`src/design/rrfp_pkg.sv`:
```
// Shared constants, codes and controller/datapath link types of the frame parser.
package rrfp_pkg;

  // Frame geometry
  localparam int GATE_COUNT  = 16;
  localparam int PAYLOAD_MAX = 160;

  // At most sixteen gate words go out per frame
  localparam int NGATES = (GATE_COUNT < 16) ? GATE_COUNT : 16;

  // Payload store: byte p sits in row (p+1)/4, lane (p+1)%4, so that every
  // gate word fills one row and the report bytes sit in row 0
  localparam int ROWS  = (PAYLOAD_MAX + 4) / 4;
  localparam int ROW_W = $clog2(ROWS);

  // Result sequence counter: 0 is the report, k is gate k-1
  localparam int EMIT_W = 5;
  localparam logic [EMIT_W-1:0] LAST_GATE_K = EMIT_W'(NGATES);

  // Length limits
  localparam logic [15:0] LEN_MAX        = 16'(PAYLOAD_MAX);
  localparam logic [7:0]  MIN_REPORT_LEN = 8'd3;
  localparam logic [8:0]  NEED_LEN       = 9'(3 + 4 * GATE_COUNT);

  // Markers
  localparam logic [7:0] HEAD_START = 8'hF4;

  // Result kinds
  typedef enum logic [2:0] {
    KIND_SYNC       = 3'd0,
    KIND_BAD_LEN    = 3'd1,
    KIND_BAD_FOOTER = 3'd2,
    KIND_REPORT     = 3'd3,
    KIND_GATE       = 3'd4
  } kind_e;

  // Controller states: the parse phases and the report burst
  typedef enum logic [2:0] {
    C_HUNT,
    C_LEN_LO,
    C_LEN_HI,
    C_PAYLOAD,
    C_FOOTER,
    C_EMIT
  } ctrl_state_e;

  // Controller to datapath
  typedef struct packed {
    logic  marker_inc;
    logic  marker_one;
    logic  marker_clr;
    logic  len_lo_ld;
    logic  len_hi_ld;
    logic  pay_wr;
    logic  emit_start;
    logic  emit_step;
    logic  evt_ld;
    kind_e evt_kind;
  } rrfp_cmd_t;

  // Datapath to controller
  typedef struct packed {
    logic hdr_hit;
    logic hdr_start;
    logic marker_wrap;
    logic ftr_hit;
    logic len_bad;
    logic pay_done;
    logic report_ok;
    logic emit_last;
    logic out_free;
  } rrfp_status_t;

  // Header byte expected at a marker position
  function automatic logic [7:0] head_mark(input logic [1:0] pos);
    logic [7:0] m;
    case (pos)
      2'd0:    m = 8'hF4;
      2'd1:    m = 8'hF3;
      2'd2:    m = 8'hF2;
      default: m = 8'hF1;
    endcase
    return m;
  endfunction

  // Footer byte expected at a marker position
  function automatic logic [7:0] foot_mark(input logic [1:0] pos);
    logic [7:0] m;
    case (pos)
      2'd0:    m = 8'hF8;
      2'd1:    m = 8'hF7;
      2'd2:    m = 8'hF6;
      default: m = 8'hF5;
    endcase
    return m;
  endfunction

endpackage

```
`src/design/rrfp_if.sv`:
```
// Handshake channels of the frame parser: received bytes and parse results.
interface rrfp_byte_if;
  logic       valid;
  logic       ready;
  logic [7:0] data_byte;

  modport source (output valid, output data_byte, input ready);
  modport sink   (input valid, input data_byte, output ready);
endinterface

interface rrfp_res_if;
  logic        valid;
  logic        ready;
  logic [2:0]  kind;
  logic        presence;
  logic [15:0] target_range;
  logic [3:0]  gate_index;
  logic [31:0] gate_power;
  logic        last;

  modport source (output valid, output kind, output presence, output target_range,
                  output gate_index, output gate_power, output last, input ready);
  modport sink   (input valid, input kind, input presence, input target_range,
                  input gate_index, input gate_power, input last, output ready);
endinterface

```
`src/design/radar_report_frame_parser.sv`:
```
// Top level of the radar report frame parser: controller and datapath.
//
//   channel    dir  payload                                                handshake
//   byte_i     in   data_byte[7:0]                                         valid/ready
//   result_o   out  kind[2:0] presence target_range[15:0] gate_index[3:0]  valid/ready
//                   gate_power[31:0] last
//
// A byte is taken when the result register is free or being emptied.
// The final footer byte of a good frame starts a burst of one report and up to
// sixteen gate words, one per cycle while result_o is not stalled, from the payload store
// read port; byte_i.ready stays low during the burst.
// Reset clears the phase, marker, length and position; the store needs no clearing.
// A stalled result_o holds its word and blocks all further bytes.
module radar_report_frame_parser
  import rrfp_pkg::*;
(
  input  logic        clk_i,
  input  logic        rst_ni,
  rrfp_byte_if.sink   byte_i,
  rrfp_res_if.source  result_o
);

  rrfp_cmd_t    cmd;
  rrfp_status_t status;
  logic         in_ready;

  rrfp_ctrl u_ctrl (
    .clk_i      (clk_i),
    .rst_ni     (rst_ni),
    .in_valid_i (byte_i.valid),
    .in_ready_o (in_ready),
    .status_i   (status),
    .cmd_o      (cmd)
  );

  rrfp_dp u_dp (
    .clk_i       (clk_i),
    .rst_ni      (rst_ni),
    .data_byte_i (byte_i.data_byte),
    .cmd_i       (cmd),
    .status_o    (status),
    .res_o       (result_o)
  );

  assign byte_i.ready = in_ready;

endmodule

```
`src/design/rrfp_ctrl.sv`:
```
// Parse controller: frame phase state machine and report burst sequencing.
module rrfp_ctrl
  import rrfp_pkg::*;
(
  input  logic         clk_i,
  input  logic         rst_ni,
  input  logic         in_valid_i,
  output logic         in_ready_o,
  input  rrfp_status_t status_i,
  output rrfp_cmd_t    cmd_o
);

  ctrl_state_e state_q, state_d;
  logic        parse_st;
  logic        take;

  // Hold the phase
  always_ff @(posedge clk_i or negedge rst_ni) begin
    if (!rst_ni) begin
      state_q <= C_HUNT;
    end else begin
      state_q <= state_d;
    end
  end

  // Take a word only in a parse phase and with room for a result
  assign parse_st   = (state_q != C_EMIT);
  assign in_ready_o = parse_st && status_i.out_free;
  assign take       = in_valid_i && in_ready_o;

  // Decide next phase and datapath commands
  always_comb begin
    state_d = state_q;
    cmd_o   = '0;
    cmd_o.evt_kind = KIND_SYNC;
    case (state_q)
      C_HUNT: begin
        if (take) begin
          if (status_i.hdr_hit) begin
            cmd_o.marker_inc = 1'b1;
            if (status_i.marker_wrap) begin
              cmd_o.evt_ld   = 1'b1;
              cmd_o.evt_kind = KIND_SYNC;
              state_d        = C_LEN_LO;
            end
          end else if (status_i.hdr_start) begin
            cmd_o.marker_one = 1'b1;
          end else begin
            cmd_o.marker_clr = 1'b1;
          end
        end
      end
      C_LEN_LO: begin
        if (take) begin
          cmd_o.len_lo_ld = 1'b1;
          state_d         = C_LEN_HI;
        end
      end
      C_LEN_HI: begin
        if (take) begin
          if (status_i.len_bad) begin
            cmd_o.evt_ld     = 1'b1;
            cmd_o.evt_kind   = KIND_BAD_LEN;
            cmd_o.marker_clr = 1'b1;
            state_d          = C_HUNT;
          end else begin
            cmd_o.len_hi_ld = 1'b1;
            state_d         = C_PAYLOAD;
          end
        end
      end
      C_PAYLOAD: begin
        if (take) begin
          cmd_o.pay_wr = 1'b1;
          if (status_i.pay_done) begin
            cmd_o.marker_clr = 1'b1;
            state_d          = C_FOOTER;
          end
        end
      end
      C_FOOTER: begin
        if (take) begin
          if (!status_i.ftr_hit) begin
            cmd_o.evt_ld     = 1'b1;
            cmd_o.evt_kind   = KIND_BAD_FOOTER;
            cmd_o.marker_clr = 1'b1;
            state_d          = C_HUNT;
          end else begin
            cmd_o.marker_inc = 1'b1;
            if (status_i.marker_wrap) begin
              if (status_i.report_ok) begin
                cmd_o.emit_start = 1'b1;
                state_d          = C_EMIT;
              end else begin
                state_d = C_HUNT;
              end
            end
          end
        end
      end
      C_EMIT: begin
        // Push one report or gate word per free output slot
        if (status_i.out_free) begin
          cmd_o.emit_step = 1'b1;
          if (status_i.emit_last) begin
            state_d = C_HUNT;
          end
        end
      end
      default: begin
        cmd_o.marker_clr = 1'b1;
        state_d          = C_HUNT;
      end
    endcase
  end

`ifndef ASSERT_OFF
  // The burst always ends back in the header hunt
  a_emit_end: assert property (@(posedge clk_i) disable iff (!rst_ni)
    (state_q == C_EMIT && status_i.out_free && status_i.emit_last) |=> (state_q == C_HUNT))
    else $error("report burst did not return to header hunt");

  // A burst starts only from an accepted final footer word
  a_emit_entry: assert property (@(posedge clk_i) disable iff (!rst_ni)
    $rose(state_q == C_EMIT) |-> $past(take && state_q == C_FOOTER))
    else $error("report burst entered without a footer word");

  // No word is taken during a burst
  a_emit_block: assert property (@(posedge clk_i) disable iff (!rst_ni)
    (state_q == C_EMIT) |-> !in_ready_o)
    else $error("word taken during report burst");
`endif

endmodule

```
`src/design/rrfp_dp.sv`:
```
// Parse datapath: marker and length registers, payload store, result register.
module rrfp_dp
  import rrfp_pkg::*;
(
  input  logic          clk_i,
  input  logic          rst_ni,
  input  logic [7:0]    data_byte_i,
  input  rrfp_cmd_t     cmd_i,
  output rrfp_status_t  status_o,
  rrfp_res_if.source    res_o
);

  logic [1:0]        marker_q;
  logic [7:0]        len_lo_q;
  logic [7:0]        len_q;
  logic [7:0]        pos_q;
  logic [EMIT_W-1:0] emit_k_q;
  logic [31:0]       mem_q [ROWS];
  logic [31:0]       rd_data_q;

  logic              out_valid_q;
  kind_e             out_kind_q;
  logic              out_pres_q;
  logic [15:0]       out_dist_q;
  logic [3:0]        out_gidx_q;
  logic [31:0]       out_energy_q;
  logic              out_last_q;

  logic [15:0]       len16;
  logic [8:0]        pos_nx;
  logic [ROW_W-1:0]  wr_row;
  logic [1:0]        wr_lane;
  logic [ROW_W-1:0]  rd_row;
  logic              rd_en;
  logic              has_gates;
  logic              emit_last;
  logic              out_free;
  logic [EMIT_W-1:0] emit_k_m1;

  // Derive status
  assign len16     = {data_byte_i, len_lo_q};
  assign pos_nx    = {1'b0, pos_q} + 9'd1;
  assign has_gates = ({1'b0, len_q} >= NEED_LEN);
  assign emit_last = has_gates ? (emit_k_q == LAST_GATE_K) : (emit_k_q == '0);
  assign out_free  = !out_valid_q || res_o.ready;

  always_comb begin
    status_o.hdr_hit     = (data_byte_i == head_mark(marker_q));
    status_o.hdr_start   = (data_byte_i == HEAD_START);
    status_o.marker_wrap = (marker_q == 2'd3);
    status_o.ftr_hit     = (data_byte_i == foot_mark(marker_q));
    status_o.len_bad     = (len16 == 16'd0) || (len16 > LEN_MAX);
    status_o.pay_done    = (pos_nx >= {1'b0, len_q});
    status_o.report_ok   = (len_q >= MIN_REPORT_LEN);
    status_o.emit_last   = emit_last;
    status_o.out_free    = out_free;
  end

  // Advance marker position
  always_ff @(posedge clk_i or negedge rst_ni) begin
    if (!rst_ni) begin
      marker_q <= 2'd0;
    end else if (cmd_i.marker_clr) begin
      marker_q <= 2'd0;
    end else if (cmd_i.marker_one) begin
      marker_q <= 2'd1;
    end else if (cmd_i.marker_inc) begin
      marker_q <= marker_q + 2'd1;
    end
  end

  // Capture length and step the payload position
  always_ff @(posedge clk_i or negedge rst_ni) begin
    if (!rst_ni) begin
      len_lo_q <= 8'd0;
      len_q    <= 8'd0;
      pos_q    <= 8'd0;
    end else begin
      if (cmd_i.len_lo_ld) begin
        len_lo_q <= data_byte_i;
      end
      if (cmd_i.len_hi_ld) begin
        len_q <= len16[7:0];
        pos_q <= 8'd0;
      end else if (cmd_i.pay_wr) begin
        pos_q <= pos_nx[7:0];
      end
    end
  end

  // Store payload bytes one lane at a time
  assign wr_row  = ROW_W'(pos_nx >> 2);
  assign wr_lane = pos_nx[1:0];

  always_ff @(posedge clk_i) begin
    if (cmd_i.pay_wr) begin
      mem_q[wr_row][{wr_lane, 3'b000} +: 8] <= data_byte_i;
    end
  end

  // Read row 0 to open the burst, then the next row per result sent
  assign rd_en  = cmd_i.emit_start || (cmd_i.emit_step && !emit_last);
  assign rd_row = cmd_i.emit_start ? '0 : ROW_W'(emit_k_q + EMIT_W'(1));

  always_ff @(posedge clk_i) begin
    if (rd_en) begin
      rd_data_q <= mem_q[rd_row];
    end
  end

  // Count results in the burst; rewind after the last one
  always_ff @(posedge clk_i or negedge rst_ni) begin
    if (!rst_ni) begin
      emit_k_q <= '0;
    end else if (cmd_i.emit_start) begin
      emit_k_q <= '0;
    end else if (cmd_i.emit_step) begin
      emit_k_q <= emit_last ? '0 : emit_k_q + EMIT_W'(1);
    end
  end

  assign emit_k_m1 = emit_k_q - EMIT_W'(1);

  // Hold the result word until taken
  always_ff @(posedge clk_i or negedge rst_ni) begin
    if (!rst_ni) begin
      out_valid_q <= 1'b0;
    end else if (cmd_i.evt_ld || cmd_i.emit_step) begin
      out_valid_q <= 1'b1;
    end else if (res_o.ready) begin
      out_valid_q <= 1'b0;
    end
  end

  always_ff @(posedge clk_i) begin
    if (cmd_i.evt_ld) begin
      out_kind_q   <= cmd_i.evt_kind;
      out_pres_q   <= 1'b0;
      out_dist_q   <= 16'd0;
      out_gidx_q   <= 4'd0;
      out_energy_q <= 32'd0;
      out_last_q   <= 1'b1;
    end else if (cmd_i.emit_step) begin
      out_last_q <= emit_last;
      if (emit_k_q == '0) begin
        out_kind_q   <= KIND_REPORT;
        out_pres_q   <= (rd_data_q[15:8] != 8'd0);
        out_dist_q   <= rd_data_q[31:16];
        out_gidx_q   <= 4'd0;
        out_energy_q <= 32'd0;
      end else begin
        out_kind_q   <= KIND_GATE;
        out_pres_q   <= 1'b0;
        out_dist_q   <= 16'd0;
        out_gidx_q   <= emit_k_m1[3:0];
        out_energy_q <= rd_data_q;
      end
    end
  end

  assign res_o.valid        = out_valid_q;
  assign res_o.kind         = out_kind_q;
  assign res_o.presence     = out_pres_q;
  assign res_o.target_range = out_dist_q;
  assign res_o.gate_index   = out_gidx_q;
  assign res_o.gate_power   = out_energy_q;
  assign res_o.last         = out_last_q;

`ifndef ASSERT_OFF
  // A result is loaded only into a free slot
  a_load_free: assert property (@(posedge clk_i) disable iff (!rst_ni)
    (cmd_i.evt_ld || cmd_i.emit_step) |-> out_free)
    else $error("result register overwritten while occupied");

  // Payload writes stay inside the store
  a_pay_bound: assert property (@(posedge clk_i) disable iff (!rst_ni)
    cmd_i.pay_wr |-> ({1'b0, pos_q} < 9'(PAYLOAD_MAX)))
    else $error("payload write beyond store");

  // The burst counter never passes the last gate
  a_emit_bound: assert property (@(posedge clk_i) disable iff (!rst_ni)
    emit_k_q <= LAST_GATE_K)
    else $error("burst counter out of range");
`endif

endmodule
```
`src/flat_wrapper.sv`:
```
// flat-port wrapper written by rule: the top's interface ports become plain ports
module radar_report_frame_parser_flat import rrfp_pkg::*;
  (clk_i, rst_ni, byte_i_valid, byte_i_data_byte, byte_i_ready, result_o_valid, result_o_kind, result_o_presence, result_o_target_range, result_o_gate_index, result_o_gate_power, result_o_last, result_o_ready);
  rrfp_byte_if byte_i_i ();
  rrfp_res_if result_o_i ();
  input  logic clk_i;
  input  logic rst_ni;
  input wire logic [$bits(byte_i_i.valid)-1:0] byte_i_valid;
  input wire logic [$bits(byte_i_i.data_byte)-1:0] byte_i_data_byte;
  output wire logic [$bits(byte_i_i.ready)-1:0] byte_i_ready;
  output wire logic [$bits(result_o_i.valid)-1:0] result_o_valid;
  output wire logic [$bits(result_o_i.kind)-1:0] result_o_kind;
  output wire logic [$bits(result_o_i.presence)-1:0] result_o_presence;
  output wire logic [$bits(result_o_i.target_range)-1:0] result_o_target_range;
  output wire logic [$bits(result_o_i.gate_index)-1:0] result_o_gate_index;
  output wire logic [$bits(result_o_i.gate_power)-1:0] result_o_gate_power;
  output wire logic [$bits(result_o_i.last)-1:0] result_o_last;
  input wire logic [$bits(result_o_i.ready)-1:0] result_o_ready;
  assign byte_i_i.valid = byte_i_valid;
  assign byte_i_i.data_byte = byte_i_data_byte;
  assign byte_i_ready = byte_i_i.ready;
  assign result_o_valid = result_o_i.valid;
  assign result_o_kind = result_o_i.kind;
  assign result_o_presence = result_o_i.presence;
  assign result_o_target_range = result_o_i.target_range;
  assign result_o_gate_index = result_o_i.gate_index;
  assign result_o_gate_power = result_o_i.gate_power;
  assign result_o_last = result_o_i.last;
  assign result_o_i.ready = result_o_ready;
  radar_report_frame_parser u_core (.clk_i(clk_i), .rst_ni(rst_ni), .byte_i(byte_i_i), .result_o(result_o_i));
endmodule
```
`config.mk`:
```
export PLATFORM = sky130hd
export DESIGN_NAME = radar_report_frame_parser_flat
export DESIGN_NICKNAME = d
export VERILOG_FILES = /design/src/design/rrfp_pkg.sv /design/src/design/rrfp_if.sv /design/src/design/radar_report_frame_parser.sv /design/src/design/rrfp_ctrl.sv /design/src/design/rrfp_dp.sv /design/src/flat_wrapper.sv
export SDC_FILE = /design/constraint.sdc
export NUM_CORES = 2
export LEC_CHECK = 0
export BUFFER_PORTS_ARGS = -buffer_cell sky130_fd_sc_hd__buf_2
export CORE_MARGIN = 5
export CORE_UTILIZATION = 40
export CTS_CLUSTER_SIZE = 20
export DETAILED_ROUTE_END_ITERATION = 7
export GPL_ROUTABILITY_DRIVEN = 0
export GPL_TIMING_DRIVEN = 0
export PLACE_DENSITY = 0.62
export SLEW_MARGIN = 20
export SYNTH_ARGS = -nofsm -noshare
export SYNTH_HDL_FRONTEND = slang
export SYNTH_SLANG_ARGS = --single-unit
export TNS_END_PERCENT = 5
```
`constraint.sdc`:
```
create_clock -name clk_i -period 4.65 [get_ports clk_i]
set_input_delay 1.395 -clock clk_i [delete_from_list [all_inputs] [get_ports clk_i]]
set_output_delay 1.395 -clock clk_i [all_outputs]
set_load 0.02 [all_outputs]
```
### Word level (Yosys, flattened, before mapping)

Memories as Yosys holds them, arrays and structs flattened. A register that Yosys moved wholly into a read port is not among the register bits.
Cells that the tools add are included.

| word-level totals | value |
|---|---|
| output and inout bits | 59 |
| word-level logic and storage cells | 146 |
| memory bits (writable) | 1312 |
| memories kept | 1 |
| flip-flop bits (word level) | 92 |
| bits of input ports | 12 |

| operators by class | value |
|---|---|
| shifts and indexed selects | 2 |
| reductions and logical operators | 21 |
| add/subtract/negate cells | 6 |
| equality and inequality tests | 24 |
| order comparisons | 4 |
| multiplexer cells | 75 |

Memories:

| name | words | width | read ports | clocked after memory_dff | write ports | RTL line | source |
|---|---|---|---|---|---|---|---|
| u_core.u_dp.mem_q | 41 | 32 | 1 | 1 | 1 | rrfp_dp.sv:18 | `logic [31:0] mem_q [ROWS];` |

Operators by type and width:

| kind | count |
|---|---|
| 32-bit 2-to-1 mux | 2 |
| 3-bit 2-to-1 mux | 17 |
| 4-bit 2-to-1 mux | 8 |
| 8-bit by 7-bit variable shift with 32-bit output, first input constant | 1 |
| 8-bit by 7-bit variable part select with 32-bit output | 1 |
| 1-bit 2-to-1 mux | 30 |
| 4-bit case mux with 3 select lines | 2 |
| 3-bit case mux with 6 select lines | 1 |
| 8-bit equality test | 2 |
| 16-bit by 8-bit greater-than comparator with 1-bit output, second input constant | 1 |
| 16-bit zero test | 1 |
| 16-bit 2-to-1 mux | 1 |
| 8-bit 2-to-1 mux | 2 |
| 5-bit 2-to-1 mux | 3 |
| 2-bit inequality test, second input constant | 7 |
| 11-bit AND reduction | 1 |
| 2-bit 2-to-1 mux | 5 |
| 8-bit by 1-bit adder with 9-bit output, second input constant | 1 |
| 9-bit by 8-bit greater-or-equal comparator with 1-bit output | 1 |
| 3-bit case mux with 3 select lines | 1 |
| 8-bit equality test, second input constant | 1 |
| 8-bit by 2-bit greater-or-equal comparator with 1-bit output, second input constant | 1 |
| 8-bit by 7-bit greater-or-equal comparator with 1-bit output, second input constant | 1 |
| 2-bit nonzero test | 4 |
| 26 further kinds | 37 |

### Logic depth before layout (Yosys ltp)

| depth | value |
|---|---|
| depth in word-level cells | 9 |
| mapped depth | 16 |
| gate-level depth less buffers | 12 |

### Hierarchy

From an unflattened synthesis, not the netlist that was laid out.

| second synthesis, totals | value |
|---|---|
| cells, all modules | 3362 |
| area total of the unflattened synthesis | 55679.7 um2 |

By module, submodules not included:

| module | times used | sequential area each (um2) | cells an instance | area an instance (um2) |
|---|---|---|---|---|
| rrfp_dp | 1 | 41369.7 | 3306 | 55253.0 |
| rrfp_ctrl | 1 | 75.1 | 56 | 426.7 |

### Worst setup path before layout

Ideal clock, no wire load.

| path | value |
|---|---|
| path type | input port to flip-flop |
| start point | in result_o_ready |
| end point | reg u_core.u_dp.rd_data_q[0] (read register of u_core.u_dp.mem_q) (enable) |
| buffers on the path | 0 |
| path slack | 23 ps |
| required time | 4184 ps |
| data arrival time | 4161 ps |
| stages | 3 |
| cells stage by stage | nand2b_1 > nand3_1 > o21ai_0 |

| between the ends | value |
|---|---|
| longest elaborated chain between the ends | 6 |
| elaborated cells on any way between the ends | 10 |
| classes of those cells | mux: 5; reduce/logical: 5 |

RTL lines:

| item | RTL line | source |
|---|---|---|
| from (decl) | flat_wrapper.sv:18 | `input wire logic [$bits(result_o_i.ready)-1:0] result_o_ready;` |
| 1-bit logical OR * | rrfp_dp.sv:45 | `assign out_free = !out_valid_q \|\| res_o.ready;` |
| 1-bit logical AND | rrfp_ctrl.sv:28 | `assign in_ready_o = parse_st && status_i.out_free;` |
| 1-bit logical AND | rrfp_ctrl.sv:29 | `assign take = in_valid_i && in_ready_o;` |
| 1-bit 2-to-1 mux | rrfp_ctrl.sv:82 | `if (take) begin` |
| 1-bit 2-to-1 mux | rrfp_ctrl.sv:36 | `case (state_q)` |
| 1-bit logical OR * | rrfp_dp.sv:102 | `assign rd_en = cmd_i.emit_start \|\| (cmd_i.emit_step && !emit_last);` |
| via u_core.u_dp.rd_en | rrfp_dp.sv:34 | `logic rd_en;` |
| to (decl) | rrfp_dp.sv:19 | `logic [31:0] rd_data_q;` |

The timed path passes the listed nets; every way through them passes the cells marked *.
A chain may end at the register's enable or synchronous reset.

### Worst setup path after layout

| path | value |
|---|---|
| start point | reg u_core.u_dp.emit_k_q[0] |
| end point | reg u_core.u_dp.rd_data_q[2] (read register of u_core.u_dp.mem_q), data pin |

| between the ends | value |
|---|---|
| longest elaborated chain between the ends | 5 |
| elaborated cells on any way between the ends | 8 |
| classes of those cells | add/sub: 1; eq/ne: 1; mux: 2; reduce/logical: 4 |

RTL lines:

| item | RTL line | source |
|---|---|---|
| from (decl) | rrfp_dp.sv:17 | `logic [EMIT_W-1:0] emit_k_q;` |
| from (signal assigned) | rrfp_dp.sv:118 | `emit_k_q <= emit_last ? '0 : emit_k_q + EMIT_W'(1);` |
| branches (longest 5 deep; another with 5-bit by 1-bit adder with 6-bit output) | - |  |

Parallel ways; which one is timed is not known.

==> results.py <==
metrics = {
    "yosys": {
        "syn_area_per_cell_um2": 16.1,
        "synth-async-reset-ratio_pct": 2.51,
        "synth_cell_types": 89,
        "synth_top_family_by_area": "compound AO/OA/AOI/OAI gates",
        "synth_compound_area_share_pct": 9.15,
        "yosys_register_bits": 1394,
        "synth_simple_gate_area_share_pct": 6.02,
        "synthXorXnorAreaFrac_pct": 0.386,
        "yosys.cell_count.top_type": "edfxtp_1",
        "yosys.area.top_type": "edfxtp_1",
        "syn_area_um2": 56300,
        "synth_common_cells": "edfxtp_1, nor3_1, mux2i_1",
        "synth-seq-area-share_pct": 73.0,
        "netlist.area_leader.share_pct": 69.6,
        "syn_nets": 3527,
        "synthMuxAreaShare_pct": 8.63,
        "synth.area.top_cells": "edfxtp_1, mux4_2, mux2i_1",
        "yosysWarnings": 0,
        "synth-edff-count": 1305,
        "ys.flop_type": "edfxtp_1",
        "yosys.area_share.adder_pct": 0.400,
        "synthCells": 3497,
    },
    "cts": {
        "cts_buffers": 146,
        "cts_hold_buffers": 0,
        "cts.sinks": 1394,
        "htreeDepth": 4,
        "cts.clk_slew.worst_paths_ns": 0.07,
        "clk_latency_ns": 0.82,
        "clockBufferDepth": 3,
        "cts_tree": "built",
        "root_buffer": "clkbuf_16",
    },
    "finish": {
        "fin_nets": 3840,
        "fin_util_pct": 47.5,
        "final_cells": 5823,
        "layout-drive-gt1-share_pct": 25.6,
        "synthToLayoutAreaGrowth_pct": 17.9,
        "final_area_um2": 66400,
    },
    "worst_setup_path": {
        "cp_max_fo": 11,
        "worst_setup_path_end_kind": "register",
        "r2r_cells": 14,
        "reg2reg_from": "u_core.u_dp.emit_k_q[0]",
        "required_ns": 5.10,
        "r2r_slack_ns": -0.39,
        "start_kind": "register",
        "cp_data_arrival_time_ns": 5.50,
        "reg2reg_to": "u_core.u_dp.rd_data_q[2]",
        "path_class": "register to register",
    },
    "global_routing": {
        "antenna_found_initial": 27,
        "grt_pass1_wl_um": 296000,
        "grt_pass1_vias": 35600,
        "track_usage_pct": 29.2,
        "grt-ovfl-total": 0,
        "grt_max_degree": 41,
    },
    "routing": {
        "routed_wl_um": 222000,
        "drcViolationCount": 54,
        "wl_per_cell_um": 38.1,
        "vias": 38600,
        "avgViaCountPerCell": 6.63,
        "drt_iter0_markers": 7403,
        "route.antenna.remaining_nets": 0,
        "first_pass_iters": 8,
    },
    "power": {
        "ir_drop_mv": 0.520,
        "p_leak_uw": 0.0209,
        "combinationalPowerShare_pct": 38.7,
        "internal_power_uw": 25900,
        "clockPowerShare_pct": 26.1,
        "powerDensity_nw_per_um2": 652,
        "switchingPower_uw": 17400,
        "switching_share_pct": 40.2,
        "power_frac_seq_pct": 35.2,
    },
    "timing": {
        "max-slew-margin-rel_pct": 1.71,
        "fin_crit_ns": 5.04,
        "finalSetupViolCount": 30,
        "fmax_ghz": 0.198,
        "fin_skew_ns": 0.0527,
        "tightestPinTransition_ns": 1.47,
        "hold_viol": 0,
        "holdWs_ns": 0.459,
        "maxSlewViolCount": 0,
        "period_share_pct": 108,
        "fin_ws_ns": -0.392,
        "rsz0062_at_grt": "yes",
    },
    "floorplan": {
        "die_area_um2": 148000,
        "start_util_pct": 40.3,
        "ios": 71,
        "core_um2": 140000,
        "rows": 137,
        "fp.dieH_um": 385,
        "die_w_um": 385,
    },
    "worst_hold_path": {
        "hold_path_depth": 1,
        "min_path_type": "register to register",
        "worst_hold_path.endpoint": "u_core.u_dp.res_o.gate_power[7]",
        "hp-start": "u_core.u_dp.rd_data_q[7]",
    },
    "placed_design": {
        "dp_cells": 5534,
        "placedInstanceArea_um2": 61300,
        "dp_hpwl_um": 152000,
        "numPortBuffers": 70,
    },
    "run": {
        "cap_violations": 0,
    },
    "status": {
        "status": "finished with violations",
        "violations": "DRC, setup timing",
    },
}
-- worst max-delay path by stage --
stage,from,to,slack (ns),cells past startpoint
3_5_place_dp,u_core.u_dp.emit_k_q[0],u_core.u_dp.rd_data_q[13],-2.19,15
3_3_place_gp,u_core.u_dp.emit_k_q[0],u_core.u_dp.rd_data_q[10],-3.84,14
2_1_floorplan,result_o_ready,u_core.u_dp.rd_data_q[0],0.02,3
6_report,u_core.u_dp.emit_k_q[0],u_core.u_dp.rd_data_q[2],-0.39,14
5_1_grt,u_core.u_dp.emit_k_q[0],u_core.u_dp.rd_data_q[2],-0.13,14
4_1_cts,u_core.u_dp.emit_k_q[0],u_core.u_dp.rd_data_q[15],0.009,14
-- through the flow --
step	setup TNS [ns]	total power [uW]	worst slack [ns]
floorplan	0	22800	0.0231
CTS	0	42000	0.00869
global placement	-878.35	29900	-3.84
detailed placement	-175.30	30600	-2.19
global route	-1.13	43500	-0.134
finish	-6.36	43300	-0.392
-- placed cells by master, fill, tap and decap left out, types with 86 or more instances in the layout --
master     count
clkbuf_16    149
a21oi_1      138
edfxtp_1    1305
mux4_2       100
mux2i_1      198
buf_4         86
nor3_2       166
nor2_1        92
clkbuf_1     101
o21ai_0      137
buf_2        164
nand2_1      139
-- flip-flops by register name, summed over array words and instances (netlist names), 2 cells and up --
register                        flops
u_core.u_ctrl.state_q               3
u_core.u_dp.res_o.kind              3
u_core.u_dp.len_lo_q                8
u_core.u_dp.pos_q                   8
u_core.u_dp.res_o.gate_power       32
u_core.u_dp.emit_k_q                5
u_core.u_dp.res_o.target_range     16
u_core.u_dp.marker_q                2
u_core.u_dp.res_o.gate_index        4
u_core.u_dp.len_q                   8
u_core.u_dp.mem_q                1270
u_core.u_dp.rd_data_q              32
-- cell families (layout without fill, tap and decap cells) --
family                     after synthesis  after routing
AOI/OAI and AO/OA                      739            739
xor gates and xnor gates                24             24
adders and majority gates               18             18
buffers and inverters                  284            714
DFF                                   1394           1394
muxes                                  354            354
other                                    0             20
and+or+nand+nor                        684            684
-- critical path: stages (launching register included) --
cell and delay [ns]:
dfrtp_1 0.39, buf_2 0.19, inv_1 0.22, clkbuf_4 0.32
clkbuf_8 0.32, buf_6 0.28, ha_1 0.31, buf_2 0.23
inv_1 0.24, clkbuf_4 0.43, nor2_4 0.12, nand2_2 0.48
o22ai_1 0.19, nor3_1 0.74, a2111oi_4 0.18
-- area by class of cell --
type                            instances  area (um2)
Clock buffer                          188        3890
Antenna cell                           20        50.0
Timing Repair Buffer                  165        1560
Sequential cell                      1394       41100
Multi-Input combinational cell       1819       15300
Tap cell                             1876        2350
Inverter                               25        93.8
Buffer                                259        1430
Clock inverter                         77         609
Fill cell                           11800       73300
-- per-layer routing --
| metal | part of all wire (%) | track usage [%] | vias up | wire [um] |
|---|---|---|---|---|
| li1 | - | - | 14700 | - |
| met1 | 34 | 35.6 | 19200 | 75900 |
| met2 | 41 | 40.8 | 3693 | 91100 |
| met3 | 16 | 14.5 | 1047 | 36300 |
| met4 | 8.3 | 19.1 | 19 | 18300 |
| met5 | 0.18 | 1.16 | - | 407 |
-- repair_timing --
item,4_1_cts,5_1_grt
endpoints found under the setup margin,44,29
gates resized for setup,82,48
pin swaps,2,2
buffers inserted,2,2
-- power by group through the flow --
| stage | clock, uW | combinational [uW] | sequential (uW) |
|---|---|---|---|
| 3_3_place_gp | 0 | 14200 | 15600 |
| 6_report | 11300 | 16800 | 15300 |
| 5_1_grt | 11800 | 16400 | 15300 |
| 3_5_place_dp | 0 | 15100 | 15500 |
| 4_1_cts | 11300 | 15400 | 15300 |
| 2_1_floorplan | 0 | 7110 | 15700 |
(Power assumes the default switching activity.)
